[config.mk]
export PLATFORM = sky130hd
export DESIGN_NAME = expression_lexer
export DESIGN_NICKNAME = d
export VERILOG_FILES = /design/src/rtl/elx_pkg.sv /design/src/rtl/elx_front.sv /design/src/rtl/elx_queue.sv /design/src/rtl/elx_back.sv /design/src/rtl/expression_lexer.sv
export SDC_FILE = /design/constraint.sdc
export NUM_CORES = 1
export LEC_CHECK = 0
export CORE_ASPECT_RATIO = 0.7
export CORE_MARGIN = 2
export CORE_UTILIZATION = 55
export CTS_CLUSTER_DIAMETER = 60
export CTS_CLUSTER_SIZE = 16
export DETAILED_ROUTE_END_ITERATION = 10
export DONT_BUFFER_PORTS = 1
export GPL_ROUTABILITY_DRIVEN = 0
export MAX_ROUTING_LAYER = met4
export PLACE_DENSITY = 0.7
export SLEW_MARGIN = 30
export SYNTH_ARGS = -nofsm -noshare
export SYNTH_HDL_FRONTEND = slang
export SYNTH_HIERARCHICAL = 1
export SYNTH_SLANG_ARGS = --single-unit
[constraint.sdc]
create_clock -name i_clk -period 7.34 [get_ports i_clk]
set_clock_uncertainty 0.2 [all_clocks]
set_input_delay 0.367 -clock i_clk [delete_from_list [all_inputs] [get_ports i_clk]]
set_output_delay 0.367 -clock i_clk [all_outputs]
set_load 0.01 [all_outputs]
[src/rtl/elx_pkg.sv]
// Shared types, constants and codes of the expression lexer.
`default_nettype none
package elx_pkg;

    localparam int     MAX_IDENT_LEN = 1024;
    localparam longint TEXT_LENGTH   = 65536;
    localparam int     CNT_W         = $clog2(TEXT_LENGTH + 1);

    localparam int POS_W = 16;
    localparam int LEN_W = 11;
    localparam int VAL_W = 31;

    localparam logic [VAL_W-1:0] NUM_MAX = {VAL_W{1'b1}};
    localparam logic [LEN_W-1:0] LEN_MAX = {LEN_W{1'b1}};
    localparam logic [LEN_W-1:0] KW_LEN  = LEN_W'(6);

    // Token kinds.
    localparam logic [2:0] K_SYM   = 3'd0;
    localparam logic [2:0] K_NUM   = 3'd1;
    localparam logic [2:0] K_IDENT = 3'd2;
    localparam logic [2:0] K_END   = 3'd3;
    localparam logic [2:0] K_ERR   = 3'd4;

    // Symbol codes.
    localparam logic [3:0] SYM_PLUS   = 4'd0;
    localparam logic [3:0] SYM_MINUS  = 4'd1;
    localparam logic [3:0] SYM_STAR   = 4'd2;
    localparam logic [3:0] SYM_SLASH  = 4'd3;
    localparam logic [3:0] SYM_LPAREN = 4'd4;
    localparam logic [3:0] SYM_RPAREN = 4'd5;
    localparam logic [3:0] SYM_LT     = 4'd6;
    localparam logic [3:0] SYM_GT     = 4'd7;
    localparam logic [3:0] SYM_ASSIGN = 4'd8;
    localparam logic [3:0] SYM_SEMI   = 4'd9;
    localparam logic [3:0] SYM_EQ     = 4'd10;
    localparam logic [3:0] SYM_NE     = 4'd11;
    localparam logic [3:0] SYM_LE     = 4'd12;
    localparam logic [3:0] SYM_GE     = 4'd13;
    localparam logic [3:0] SYM_RETURN = 4'd14;

    // Character classes produced by the front end.
    typedef enum logic [3:0] {
        CL_SPACE   = 4'd0,
        CL_SINGLE  = 4'd1,
        CL_LT      = 4'd2,
        CL_GT      = 4'd3,
        CL_EQ      = 4'd4,
        CL_BANG    = 4'd5,
        CL_DIGIT   = 4'd6,
        CL_ALPHA   = 4'd7,
        CL_ILLEGAL = 4'd8
    } t_cls;

    typedef struct packed {
        logic       cmd;
        logic [7:0] text_byte;
    } t_in;

    typedef struct packed {
        logic [2:0]       token_kind;
        logic [3:0]       symbol_code;
        logic [VAL_W-1:0] number_value;
        logic [POS_W-1:0] start_offset;
        logic [LEN_W-1:0] token_length;
        logic             value_saturated;
        logic             last_of_run;
    } t_out;

    // One classified byte as it travels from the front end to the scanner.
    typedef struct packed {
        logic             eot;
        t_cls             cls;
        logic [3:0]       sym;
        logic [3:0]       digit;
        logic [5:0]       kwm;
        logic [POS_W-1:0] pos;
    } t_item;

    localparam int QDEPTH = 4;
    localparam int QPTR_W = $clog2(QDEPTH);
    localparam int QCNT_W = $clog2(QDEPTH + 1);

endpackage
`default_nettype wire

[src/rtl/elx_front.sv]
// Front end: accepts text bytes, tracks position and classifies each byte.
`default_nettype none
module elx_front (
    input  wire logic          i_clk,
    input  wire logic          i_rst_n,
    input  wire logic          i_in_valid,
    output logic               o_in_ready,
    input  elx_pkg::t_in       i_in,
    output logic               o_item_valid,
    input  wire logic          i_item_ready,
    output elx_pkg::t_item     o_item
);

    logic [elx_pkg::CNT_W-1:0] r_cnt, n_cnt;
    logic                      r_valid, n_valid;
    elx_pkg::t_item            r_item, n_item;
    logic                      take;
    logic                      at_limit;
    logic                      eot;

    function automatic elx_pkg::t_item classify(input logic [7:0] c);
        elx_pkg::t_item it;
        it       = '0;
        it.cls   = elx_pkg::CL_ILLEGAL;
        it.digit = c[3:0];
        it.kwm   = {c == 8'h6E, c == 8'h72, c == 8'h75, c == 8'h74, c == 8'h65, c == 8'h72};
        if (c == 8'h20 || (c >= 8'h09 && c <= 8'h0D)) begin
            it.cls = elx_pkg::CL_SPACE;
        end else if (c >= 8'h30 && c <= 8'h39) begin
            it.cls = elx_pkg::CL_DIGIT;
        end else if ((c >= 8'h61 && c <= 8'h7A) || (c >= 8'h41 && c <= 8'h5A)
                     || c == 8'h5F) begin
            it.cls = elx_pkg::CL_ALPHA;
        end else begin
            unique case (c)
                8'h2B: begin it.cls = elx_pkg::CL_SINGLE; it.sym = elx_pkg::SYM_PLUS; end
                8'h2D: begin it.cls = elx_pkg::CL_SINGLE; it.sym = elx_pkg::SYM_MINUS; end
                8'h2A: begin it.cls = elx_pkg::CL_SINGLE; it.sym = elx_pkg::SYM_STAR; end
                8'h2F: begin it.cls = elx_pkg::CL_SINGLE; it.sym = elx_pkg::SYM_SLASH; end
                8'h28: begin it.cls = elx_pkg::CL_SINGLE; it.sym = elx_pkg::SYM_LPAREN; end
                8'h29: begin it.cls = elx_pkg::CL_SINGLE; it.sym = elx_pkg::SYM_RPAREN; end
                8'h3B: begin it.cls = elx_pkg::CL_SINGLE; it.sym = elx_pkg::SYM_SEMI; end
                8'h3C: it.cls = elx_pkg::CL_LT;
                8'h3E: it.cls = elx_pkg::CL_GT;
                8'h3D: it.cls = elx_pkg::CL_EQ;
                8'h21: it.cls = elx_pkg::CL_BANG;
                default: it.cls = elx_pkg::CL_ILLEGAL;
            endcase
        end
        return it;
    endfunction

    assign o_in_ready   = !r_valid || i_item_ready;
    assign take         = i_in_valid && o_in_ready;
    assign at_limit     = r_cnt >= elx_pkg::CNT_W'(elx_pkg::TEXT_LENGTH);
    assign eot          = i_in.cmd || (i_in.text_byte == 8'h00) || at_limit;
    assign o_item_valid = r_valid;
    assign o_item       = r_item;

    always_comb begin
        n_cnt   = r_cnt;
        n_valid = r_valid;
        n_item  = r_item;
        if (r_valid && i_item_ready) begin
            n_valid = 1'b0;
        end
        if (take) begin
            n_valid     = 1'b1;
            n_item      = classify(i_in.text_byte);
            n_item.eot  = eot;
            n_item.pos  = elx_pkg::POS_W'(r_cnt);
            // Only text bytes advance the position; it stops at the text limit.
            if (!eot) begin
                n_cnt = r_cnt + elx_pkg::CNT_W'(1);
            end
        end
    end

    always_ff @(posedge i_clk) begin
        if (!i_rst_n) begin
            r_cnt   <= '0;
            r_valid <= 1'b0;
        end else begin
            r_cnt   <= n_cnt;
            r_valid <= n_valid;
        end
        r_item <= n_item;
    end

endmodule
`default_nettype wire

[src/rtl/elx_queue.sv]
// Short queue of classified bytes between the front end and the scanner.
`default_nettype none
module elx_queue (
    input  wire logic          i_clk,
    input  wire logic          i_rst_n,
    input  wire logic          i_push_valid,
    output logic               o_push_ready,
    input  elx_pkg::t_item     i_push_item,
    output logic               o_pop_valid,
    input  wire logic          i_pop_ready,
    output elx_pkg::t_item     o_pop_item
);

    elx_pkg::t_item             r_mem [elx_pkg::QDEPTH];
    logic [elx_pkg::QPTR_W-1:0] r_wr, n_wr, r_rd, n_rd;
    logic [elx_pkg::QCNT_W-1:0] r_cnt, n_cnt;
    logic                       push, pop;

    assign o_push_ready = r_cnt != elx_pkg::QCNT_W'(elx_pkg::QDEPTH);
    assign o_pop_valid  = r_cnt != '0;
    assign o_pop_item   = r_mem[r_rd];
    assign push         = i_push_valid && o_push_ready;
    assign pop          = o_pop_valid && i_pop_ready;

    always_comb begin
        n_wr  = push ? r_wr + elx_pkg::QPTR_W'(1) : r_wr;
        n_rd  = pop  ? r_rd + elx_pkg::QPTR_W'(1) : r_rd;
        n_cnt = r_cnt + elx_pkg::QCNT_W'(push) - elx_pkg::QCNT_W'(pop);
    end

    always_ff @(posedge i_clk) begin
        if (!i_rst_n) begin
            r_wr  <= '0;
            r_rd  <= '0;
            r_cnt <= '0;
        end else begin
            r_wr  <= n_wr;
            r_rd  <= n_rd;
            r_cnt <= n_cnt;
        end
        if (push) begin
            r_mem[r_wr] <= i_push_item;
        end
    end

endmodule
`default_nettype wire

[src/rtl/elx_back.sv]
// Scanner: builds tokens from classified bytes and buffers them for output.
`default_nettype none
module elx_back (
    input  wire logic          i_clk,
    input  wire logic          i_rst_n,
    input  wire logic          i_item_valid,
    output logic               o_item_ready,
    input  elx_pkg::t_item     i_item,
    output logic               o_out_valid,
    input  wire logic          i_out_ready,
    output elx_pkg::t_out      o_out
);

    typedef enum logic [7:0] {
        S_IDLE  = 8'b0000_0001,
        S_NUM   = 8'b0000_0010,
        S_IDENT = 8'b0000_0100,
        S_LT    = 8'b0000_1000,
        S_GT    = 8'b0001_0000,
        S_EQ    = 8'b0010_0000,
        S_BANG  = 8'b0100_0000,
        S_DONE  = 8'b1000_0000
    } t_mode;

    localparam int OB_DEPTH = 4;
    localparam int OB_PTR_W = $clog2(OB_DEPTH);
    localparam int OB_CNT_W = $clog2(OB_DEPTH + 1);
    localparam int PROD_W   = elx_pkg::VAL_W + 4;

    t_mode                      r_mode, n_mode;
    logic [elx_pkg::POS_W-1:0]  r_start, n_start;
    logic [elx_pkg::LEN_W-1:0]  r_len, n_len;
    logic [elx_pkg::VAL_W-1:0]  r_acc, n_acc;
    logic                       r_sat, n_sat;
    logic                       r_kw, n_kw;

    elx_pkg::t_out              r_obuf [OB_DEPTH];
    logic [OB_PTR_W-1:0]        r_wr, r_rd;
    logic [OB_CNT_W-1:0]        r_cnt;

    logic                       take, pop;
    logic                       fresh;
    logic [1:0]                 ntok;
    elx_pkg::t_out              tok0, tok1;
    logic                       is_eq, is_digit, is_ident;
    logic [PROD_W-1:0]          prod;
    logic [2:0]                 kw_idx;

    function automatic elx_pkg::t_out mk(input logic [2:0] kind, input logic [3:0] sym,
                                         input logic [elx_pkg::VAL_W-1:0] val,
                                         input logic [elx_pkg::POS_W-1:0] start,
                                         input logic [elx_pkg::LEN_W-1:0] len,
                                         input logic sat);
        elx_pkg::t_out t;
        t.token_kind      = kind;
        t.symbol_code     = sym;
        t.number_value    = val;
        t.start_offset    = start;
        t.token_length    = len;
        t.value_saturated = sat;
        t.last_of_run     = 1'b0;
        return t;
    endfunction

    // Room for two tokens is required before an item is taken.
    assign o_item_ready = r_cnt <= OB_CNT_W'(OB_DEPTH - 2);
    assign take         = i_item_valid && o_item_ready;
    assign o_out_valid  = r_cnt != '0;
    assign o_out        = r_obuf[r_rd];
    assign pop          = o_out_valid && i_out_ready;

    assign is_eq    = !i_item.eot && i_item.cls == elx_pkg::CL_EQ;
    assign is_digit = !i_item.eot && i_item.cls == elx_pkg::CL_DIGIT;
    assign is_ident = !i_item.eot && (i_item.cls == elx_pkg::CL_DIGIT
                                      || i_item.cls == elx_pkg::CL_ALPHA);
    assign prod     = (PROD_W'(r_acc) << 3) + (PROD_W'(r_acc) << 1) + PROD_W'(i_item.digit);
    assign kw_idx   = r_len[2:0];

    // Place the tokens of one item in order, counting them as they appear.
    always_comb begin
        elx_pkg::t_out t;
        logic          have;
        n_mode  = r_mode;
        n_start = r_start;
        n_len   = r_len;
        n_acc   = r_acc;
        n_sat   = r_sat;
        n_kw    = r_kw;
        fresh   = 1'b1;
        have    = 1'b0;
        t       = '0;
        ntok    = 2'd0;
        tok0    = '0;
        tok1    = '0;

        unique case (r_mode)
            S_LT, S_GT, S_EQ: begin
                if (is_eq) begin
                    have  = 1'b1;
                    fresh = 1'b0;
                    t     = mk(elx_pkg::K_SYM,
                               (r_mode == S_LT) ? elx_pkg::SYM_LE :
                               (r_mode == S_GT) ? elx_pkg::SYM_GE : elx_pkg::SYM_EQ,
                               '0, r_start, elx_pkg::LEN_W'(2), 1'b0);
                end else begin
                    have = 1'b1;
                    t    = mk(elx_pkg::K_SYM,
                              (r_mode == S_LT) ? elx_pkg::SYM_LT :
                              (r_mode == S_GT) ? elx_pkg::SYM_GT : elx_pkg::SYM_ASSIGN,
                              '0, r_start, elx_pkg::LEN_W'(1), 1'b0);
                end
                n_mode = S_IDLE;
            end
            S_BANG: begin
                have  = 1'b1;
                fresh = 1'b0;
                if (is_eq) begin
                    t      = mk(elx_pkg::K_SYM, elx_pkg::SYM_NE, '0, r_start,
                                elx_pkg::LEN_W'(2), 1'b0);
                    n_mode = S_IDLE;
                end else begin
                    t      = mk(elx_pkg::K_ERR, '0, '0, r_start, '0, 1'b0);
                    n_mode = S_DONE;
                end
            end
            S_NUM: begin
                if (is_digit) begin
                    fresh = 1'b0;
                    if (prod > PROD_W'(elx_pkg::NUM_MAX)) begin
                        n_acc = elx_pkg::NUM_MAX;
                        n_sat = 1'b1;
                    end else begin
                        n_acc = elx_pkg::VAL_W'(prod);
                    end
                    if (r_len != elx_pkg::LEN_MAX) begin
                        n_len = r_len + elx_pkg::LEN_W'(1);
                    end
                end else begin
                    have   = 1'b1;
                    t      = mk(elx_pkg::K_NUM, '0, r_acc, r_start, r_len, r_sat);
                    n_mode = S_IDLE;
                end
            end
            S_IDENT: begin
                if (is_ident && r_len < elx_pkg::LEN_W'(elx_pkg::MAX_IDENT_LEN)) begin
                    fresh = 1'b0;
                    n_kw  = r_kw && (r_len < elx_pkg::KW_LEN) && i_item.kwm[kw_idx];
                    n_len = r_len + elx_pkg::LEN_W'(1);
                end else begin
                    have = 1'b1;
                    // A full identifier is split even if it spells the keyword.
                    if (!is_ident && r_kw && r_len == elx_pkg::KW_LEN) begin
                        t = mk(elx_pkg::K_SYM, elx_pkg::SYM_RETURN, '0, r_start,
                               elx_pkg::KW_LEN, 1'b0);
                    end else begin
                        t = mk(elx_pkg::K_IDENT, '0, '0, r_start, r_len, 1'b0);
                    end
                    n_mode = S_IDLE;
                end
            end
            S_DONE: begin
                fresh = 1'b0;
            end
            default: begin
                n_mode = S_IDLE;
            end
        endcase

        if (have) begin
            tok0 = t;
            ntok = 2'd1;
        end

        if (fresh) begin
            have = 1'b0;
            t    = '0;
            if (i_item.eot) begin
                have   = 1'b1;
                t      = mk(elx_pkg::K_END, '0, '0, i_item.pos, '0, 1'b0);
                n_mode = S_DONE;
            end else begin
                unique case (i_item.cls)
                    elx_pkg::CL_SPACE: ;
                    elx_pkg::CL_SINGLE: begin
                        have = 1'b1;
                        t    = mk(elx_pkg::K_SYM, i_item.sym, '0, i_item.pos,
                                  elx_pkg::LEN_W'(1), 1'b0);
                    end
                    elx_pkg::CL_LT: begin
                        n_mode  = S_LT;
                        n_start = i_item.pos;
                    end
                    elx_pkg::CL_GT: begin
                        n_mode  = S_GT;
                        n_start = i_item.pos;
                    end
                    elx_pkg::CL_EQ: begin
                        n_mode  = S_EQ;
                        n_start = i_item.pos;
                    end
                    elx_pkg::CL_BANG: begin
                        n_mode  = S_BANG;
                        n_start = i_item.pos;
                    end
                    elx_pkg::CL_DIGIT: begin
                        n_mode  = S_NUM;
                        n_start = i_item.pos;
                        n_len   = elx_pkg::LEN_W'(1);
                        n_acc   = elx_pkg::VAL_W'(i_item.digit);
                        n_sat   = 1'b0;
                    end
                    elx_pkg::CL_ALPHA: begin
                        n_mode  = S_IDENT;
                        n_start = i_item.pos;
                        n_len   = elx_pkg::LEN_W'(1);
                        n_kw    = i_item.kwm[0];
                    end
                    default: begin
                        have   = 1'b1;
                        t      = mk(elx_pkg::K_ERR, '0, '0, i_item.pos, '0, 1'b0);
                        n_mode = S_DONE;
                    end
                endcase
            end
            if (have) begin
                if (ntok == 2'd1) begin
                    tok1 = t;
                    ntok = 2'd2;
                end else begin
                    tok0 = t;
                    ntok = 2'd1;
                end
            end
        end

        if (ntok == 2'd2) begin
            tok1.last_of_run = 1'b1;
        end else begin
            tok0.last_of_run = 1'b1;
        end
    end

    always_ff @(posedge i_clk) begin
        if (!i_rst_n) begin
            r_mode  <= S_IDLE;
            r_start <= '0;
            r_len   <= '0;
            r_acc   <= '0;
            r_sat   <= 1'b0;
            r_kw    <= 1'b0;
            r_wr    <= '0;
            r_rd    <= '0;
            r_cnt   <= '0;
        end else begin
            if (take) begin
                r_mode  <= n_mode;
                r_start <= n_start;
                r_len   <= n_len;
                r_acc   <= n_acc;
                r_sat   <= n_sat;
                r_kw    <= n_kw;
                r_wr    <= r_wr + OB_PTR_W'(ntok);
            end
            if (pop) begin
                r_rd <= r_rd + OB_PTR_W'(1);
            end
            r_cnt <= r_cnt + (take ? OB_CNT_W'(ntok) : '0) - OB_CNT_W'(pop);
        end
        if (take && ntok != 2'd0) begin
            r_obuf[r_wr] <= tok0;
        end
        if (take && ntok == 2'd2) begin
            r_obuf[r_wr + OB_PTR_W'(1)] <= tok1;
        end
    end

endmodule
`default_nettype wire

[src/rtl/expression_lexer.sv]
// Top level of the expression lexer: front end, queue and scanner.
//
//   Channel  Direction  Handshake                 Payload
//   input    in         i_in_valid / o_in_ready   i_in  (cmd, text_byte)
//   output   out        o_out_valid / i_out_ready o_out (one token)
//
// One byte is accepted per cycle while the queue has room. A byte passes through the
// front register and the queue to the scanner; its tokens reach o_out through the
// output buffer, which drains one token per cycle while i_out_ready is high. Reset
// is synchronous and clears position, scan state and buffers.
// Each side stalls on its own: the four-entry queue and the token buffer absorb
// stalls, and input ready depends on queue occupancy and the front register only.
`default_nettype none
module expression_lexer (
    input  wire logic          i_clk,
    input  wire logic          i_rst_n,
    input  wire logic          i_in_valid,
    output logic               o_in_ready,
    input  elx_pkg::t_in       i_in,
    output logic               o_out_valid,
    input  wire logic          i_out_ready,
    output elx_pkg::t_out      o_out
);

    logic           f_valid, f_ready;
    elx_pkg::t_item f_item;
    logic           q_valid, q_ready;
    elx_pkg::t_item q_item;

    elx_front u_front (
        .i_clk        (i_clk),
        .i_rst_n      (i_rst_n),
        .i_in_valid   (i_in_valid),
        .o_in_ready   (o_in_ready),
        .i_in         (i_in),
        .o_item_valid (f_valid),
        .i_item_ready (f_ready),
        .o_item       (f_item)
    );

    elx_queue u_queue (
        .i_clk        (i_clk),
        .i_rst_n      (i_rst_n),
        .i_push_valid (f_valid),
        .o_push_ready (f_ready),
        .i_push_item  (f_item),
        .o_pop_valid  (q_valid),
        .i_pop_ready  (q_ready),
        .o_pop_item   (q_item)
    );

    elx_back u_back (
        .i_clk        (i_clk),
        .i_rst_n      (i_rst_n),
        .i_item_valid (q_valid),
        .o_item_ready (q_ready),
        .i_item       (q_item),
        .o_out_valid  (o_out_valid),
        .i_out_ready  (i_out_ready),
        .o_out        (o_out)
    );

endmodule
`default_nettype wire
==> results.cfg <==
[placement]
hpwl_microns = 41850
io_buffer_count = 0

[clock_tree]
clk_pin_slew_worst_paths_ps = 70
h-tree-depth = 2
cts_tree = done
cts-resized-gates = 0
clock-sinks = 546
insertion_delay_ps = 580
clockBufferDepth = 3
cts_buffers = 40
clockRootBuffer = clkbuf_16

[logic_synthesis]
syn_nets = 2424
synth_ff_type = edfxtp_1
async_reset_ff_frac = 0
synth_top_cell_area_share = 0.3184
synth-edff-count = 274
syn_area_sq_um = 25840
synth_cell_type_count = 89
synth.area.top_cells = edfxtp_1 32%, dfxtp_1 21%, mux4_2 8.5%
syn_inst = 2332
yosysTopAreaCell = edfxtp_1
yosys_register_bits = 546
yosys_warnings = 6
seq_area_frac_synth = 0.5291
syn_avg_cell_area_sq_um = 11.08

[min_path]
hp-class = in -> reg

[setup_path]
worstPathRequired_ps = 7630
critPathKind = reg -> reg
arrival_ps = 6120
cp-end-kind = flop
path_max_fanout = 31
start_kind = flop

[timing]
rsz0062_at_grt = no
setup_viol = 0
finalSetupTns_ps = 0
slew_viol_final = 0
min_period_ps = 5830
timing.final.crit_share = 0.7943
relSlewSlack = 0.3458
final_hold_viol_count = 0
tightest_slew_ps = 979.0
fmax_mhz = 171.5

[run]
cap_violations = 0

[layout]
fill_cells = 3669
postLayoutCoreUtil = 0.5941
multi_input_area_sq_um = 11360
diodes = 0
syn2layout_area_growth_pct = 6.701
nNetsFinal = 2341
seqCellArea_sq_um = 13680
drive_above_1_share = 0.1021

[global_routing]
grt_max_degree = 93
grt_pass1_wl_microns = 103700
grt_overflow = 0
antenna_found_initial = 0
track_usage = 0.2789
grt_pass1_vias = 18100

[route]
vias_per_cell = 6.668
antenna_left = 0
drc = 0
num_vias = 19240
routed_wl_microns = 66830
detail_route.wl_per_cell_microns = 23.17
drt_iter0_markers = 2344
first_pass_iters = 5

[power_and_ir_drop]
ir_drop_uv = 242.2
cellPowerDensity_nw_per_um2 = 288.4
power.leakage_nw = 9.194

[floorplan]
die_x_microns = 263.1
fp.coreArea_sq_um = 46410
initial_core_util = 0.5568
dieArea_sq_um = 48760
rows = 66
dieHeight_microns = 185.4
ios = 82

[outcome]
status = finished, final reports clean
routing by layer:
metal	share of wire	vias up	track usage
li1	-	8653	-
met1	0.45	9500	0.4003
met2	0.43	981	0.4003
met3	0.099	103	0.06208
met4	0.021	0	0.07451
met5	0	-	-
placed cells by master, fill, tap and decap left out, drive strengths merged, types with 7 or more instances in the layout:
cell type    instances
a21boi               7
a21o                14
a21oi              252
a221o               23
a31oi               14
a32o                83
and2                22
and3                16
buf                 38
clkbuf              60
dfxtp              272
dlygate4sd3         15
edfxtp             274
ha                  75
inv                 34
mux2i                8
mux4               103
nand2              339
nand2b              10
nand3              169
nand4               17
nor2                89
nor2b               21
nor3                30
nor4                14
o21a                 9
o21ai               65
o21bai               7
o22ai               13
o311ai               7
o31ai               14
or2                 10
or3                  9
or4                 10
xnor2               26
xor2                13
flip-flops by register name, summed over array words and instances, names as in the netlist, named ones only:
| signal | count |
|---|---|
| u_back/r_acc | 31 |
| u_back/r_cnt | 3 |
| u_queue/r_rd | 2 |
| u_back/r_sat | 1 |
| u_back/r_wr | 2 |
| u_queue/r_cnt | 3 |
| u_front/o_item_valid | 1 |
| u_back/r_mode | 8 |
| u_queue/r_wr | 2 |
| u_back/r_start | 16 |
| u_front/r_cnt | 17 |
| u_back/r_obuf | 268 |
| u_back/r_kw | 1 |
| u_front/o_item | 34 |
| u_back/r_len | 11 |
| u_back/r_rd | 2 |
| u_queue/r_mem | 140 |
power by group:
part / internal, W / total (W) / switching, W
Sequential: 0.00349 / 0.00369 / 0.000191
Combinational: 0.000683 / 0.00214 / 0.00146
Clock: 0.00107 / 0.00212 / 0.00106
Total: 0.00524 / 0.00795 / 0.00271
metrics by stage:
| step | worst slack (ps) | hold slack, ps | cells | power, W | instance area (sq um) |
|---|---|---|---|---|---|
| after detailed placement | 1682 | 246.3 | 2803 | 0.005849 | 26220 |
| after global placement | 1572 | 237.2 | 2803 | 0.005797 | 26210 |
| final | 1510 | 27.05 | 2885 | 0.007954 | 27570 |
| after floorplan | 1411 | 221.3 | 2332 | 0.005179 | 25840 |
| after global routing | 1092 | 52.07 | 2885 | 0.008269 | 27570 |
| after CTS | 1603 | 6.157 | 2885 | 0.007975 | 27570 |
cells in the mapped netlist, drive strengths merged, types with 4 or more instances:
| master | number |
|---|---|
| mux2i | 8 |
| a31oi | 14 |
| nor2 | 89 |
| clkbuf | 123 |
| or3 | 9 |
| a221o | 23 |
| o32ai | 4 |
| nor3b | 6 |
| xnor2 | 26 |
| and3 | 16 |
| nand4 | 17 |
| a21boi | 7 |
| mux4 | 103 |
| o31ai | 14 |
| a22oi | 4 |
| dfxtp | 272 |
| a21o | 14 |
| and2 | 22 |
| ha | 75 |
| o21ai | 65 |
| nand2 | 339 |
| nand4b | 5 |
| a32o | 83 |
| or4 | 10 |
| o22ai | 13 |
| nor3 | 30 |
| o311ai | 7 |
| or2 | 10 |
| a21oi | 252 |
| fa | 4 |
| nor4 | 14 |
| buf | 55 |
| o31a | 6 |
| a211o | 4 |
| a211oi | 6 |
| o21a | 9 |
| nor2b | 21 |
| nand2b | 10 |
| nand3 | 169 |
| xor2 | 13 |
| o21bai | 7 |
| nor4b | 5 |
| edfxtp | 274 |
| o2111ai | 4 |
| inv | 34 |
worst max-delay path, cell delays in order (launching register included):
cell	delay [ps]
dfxtp_2	700
mux4_1	790
nand4bb_1	440
o21ai_0	280
a21oi_1	240
nor3_1	580
inv_2	80
ha_1	380
nor2_1	70
a21oi_1	190
o21ai_1	240
nor2_4	820
buf_4	400
nand3_1	120
a21oi_1	180
logic make-up (layout without fill, tap and decap cells):
logic type | count (synthesis) | count (layout) | synth area share
flops | 546 | 546 | 0.5291
simple gates | 778 | 778 | 0.1422
buf+inv | 212 | 153 | 0.03515
xor+xnor | 39 | 39 | 0.01322
compound gates | 565 | 565 | 0.1465
fa+ha+maj | 79 | 79 | 0.03941
mux | 113 | 113 | 0.09446
timing repair:
action / CTS / global route
endpoints found under the hold margin: 60 / 0
hold buffers: 16 / 0
setup buffers: 0 / 0
worst paths after layout:
check / start / endpoint / slack, ps / depth (start not counted)
max: flop / u_back/r_obuf[3][42] / 1510 / 14
max reg2reg: flop / u_back/r_obuf[3][42] / 1510 / 14
min: i_in[3] / u_front/o_item[33] / 30 / 3
min reg2reg: u_back/r_obuf[2][47] / u_back/r_obuf[2][47] / 250 / 2
layout make-up:
| class | instances | area share |
|---|---|---|
| clock buffer | 60 | 0.03939 |
| multi-input combinational | 1574 | 0.4120 |
| clock inverter | 6 | 0.003312 |
| timing repair buffer | 53 | 0.01670 |
| sequential | 546 | 0.4962 |
| inverter | 34 | 0.004628 |
| tap | 612 | 0.02777 |
Note: power is estimated with default switching activity, not from simulation.
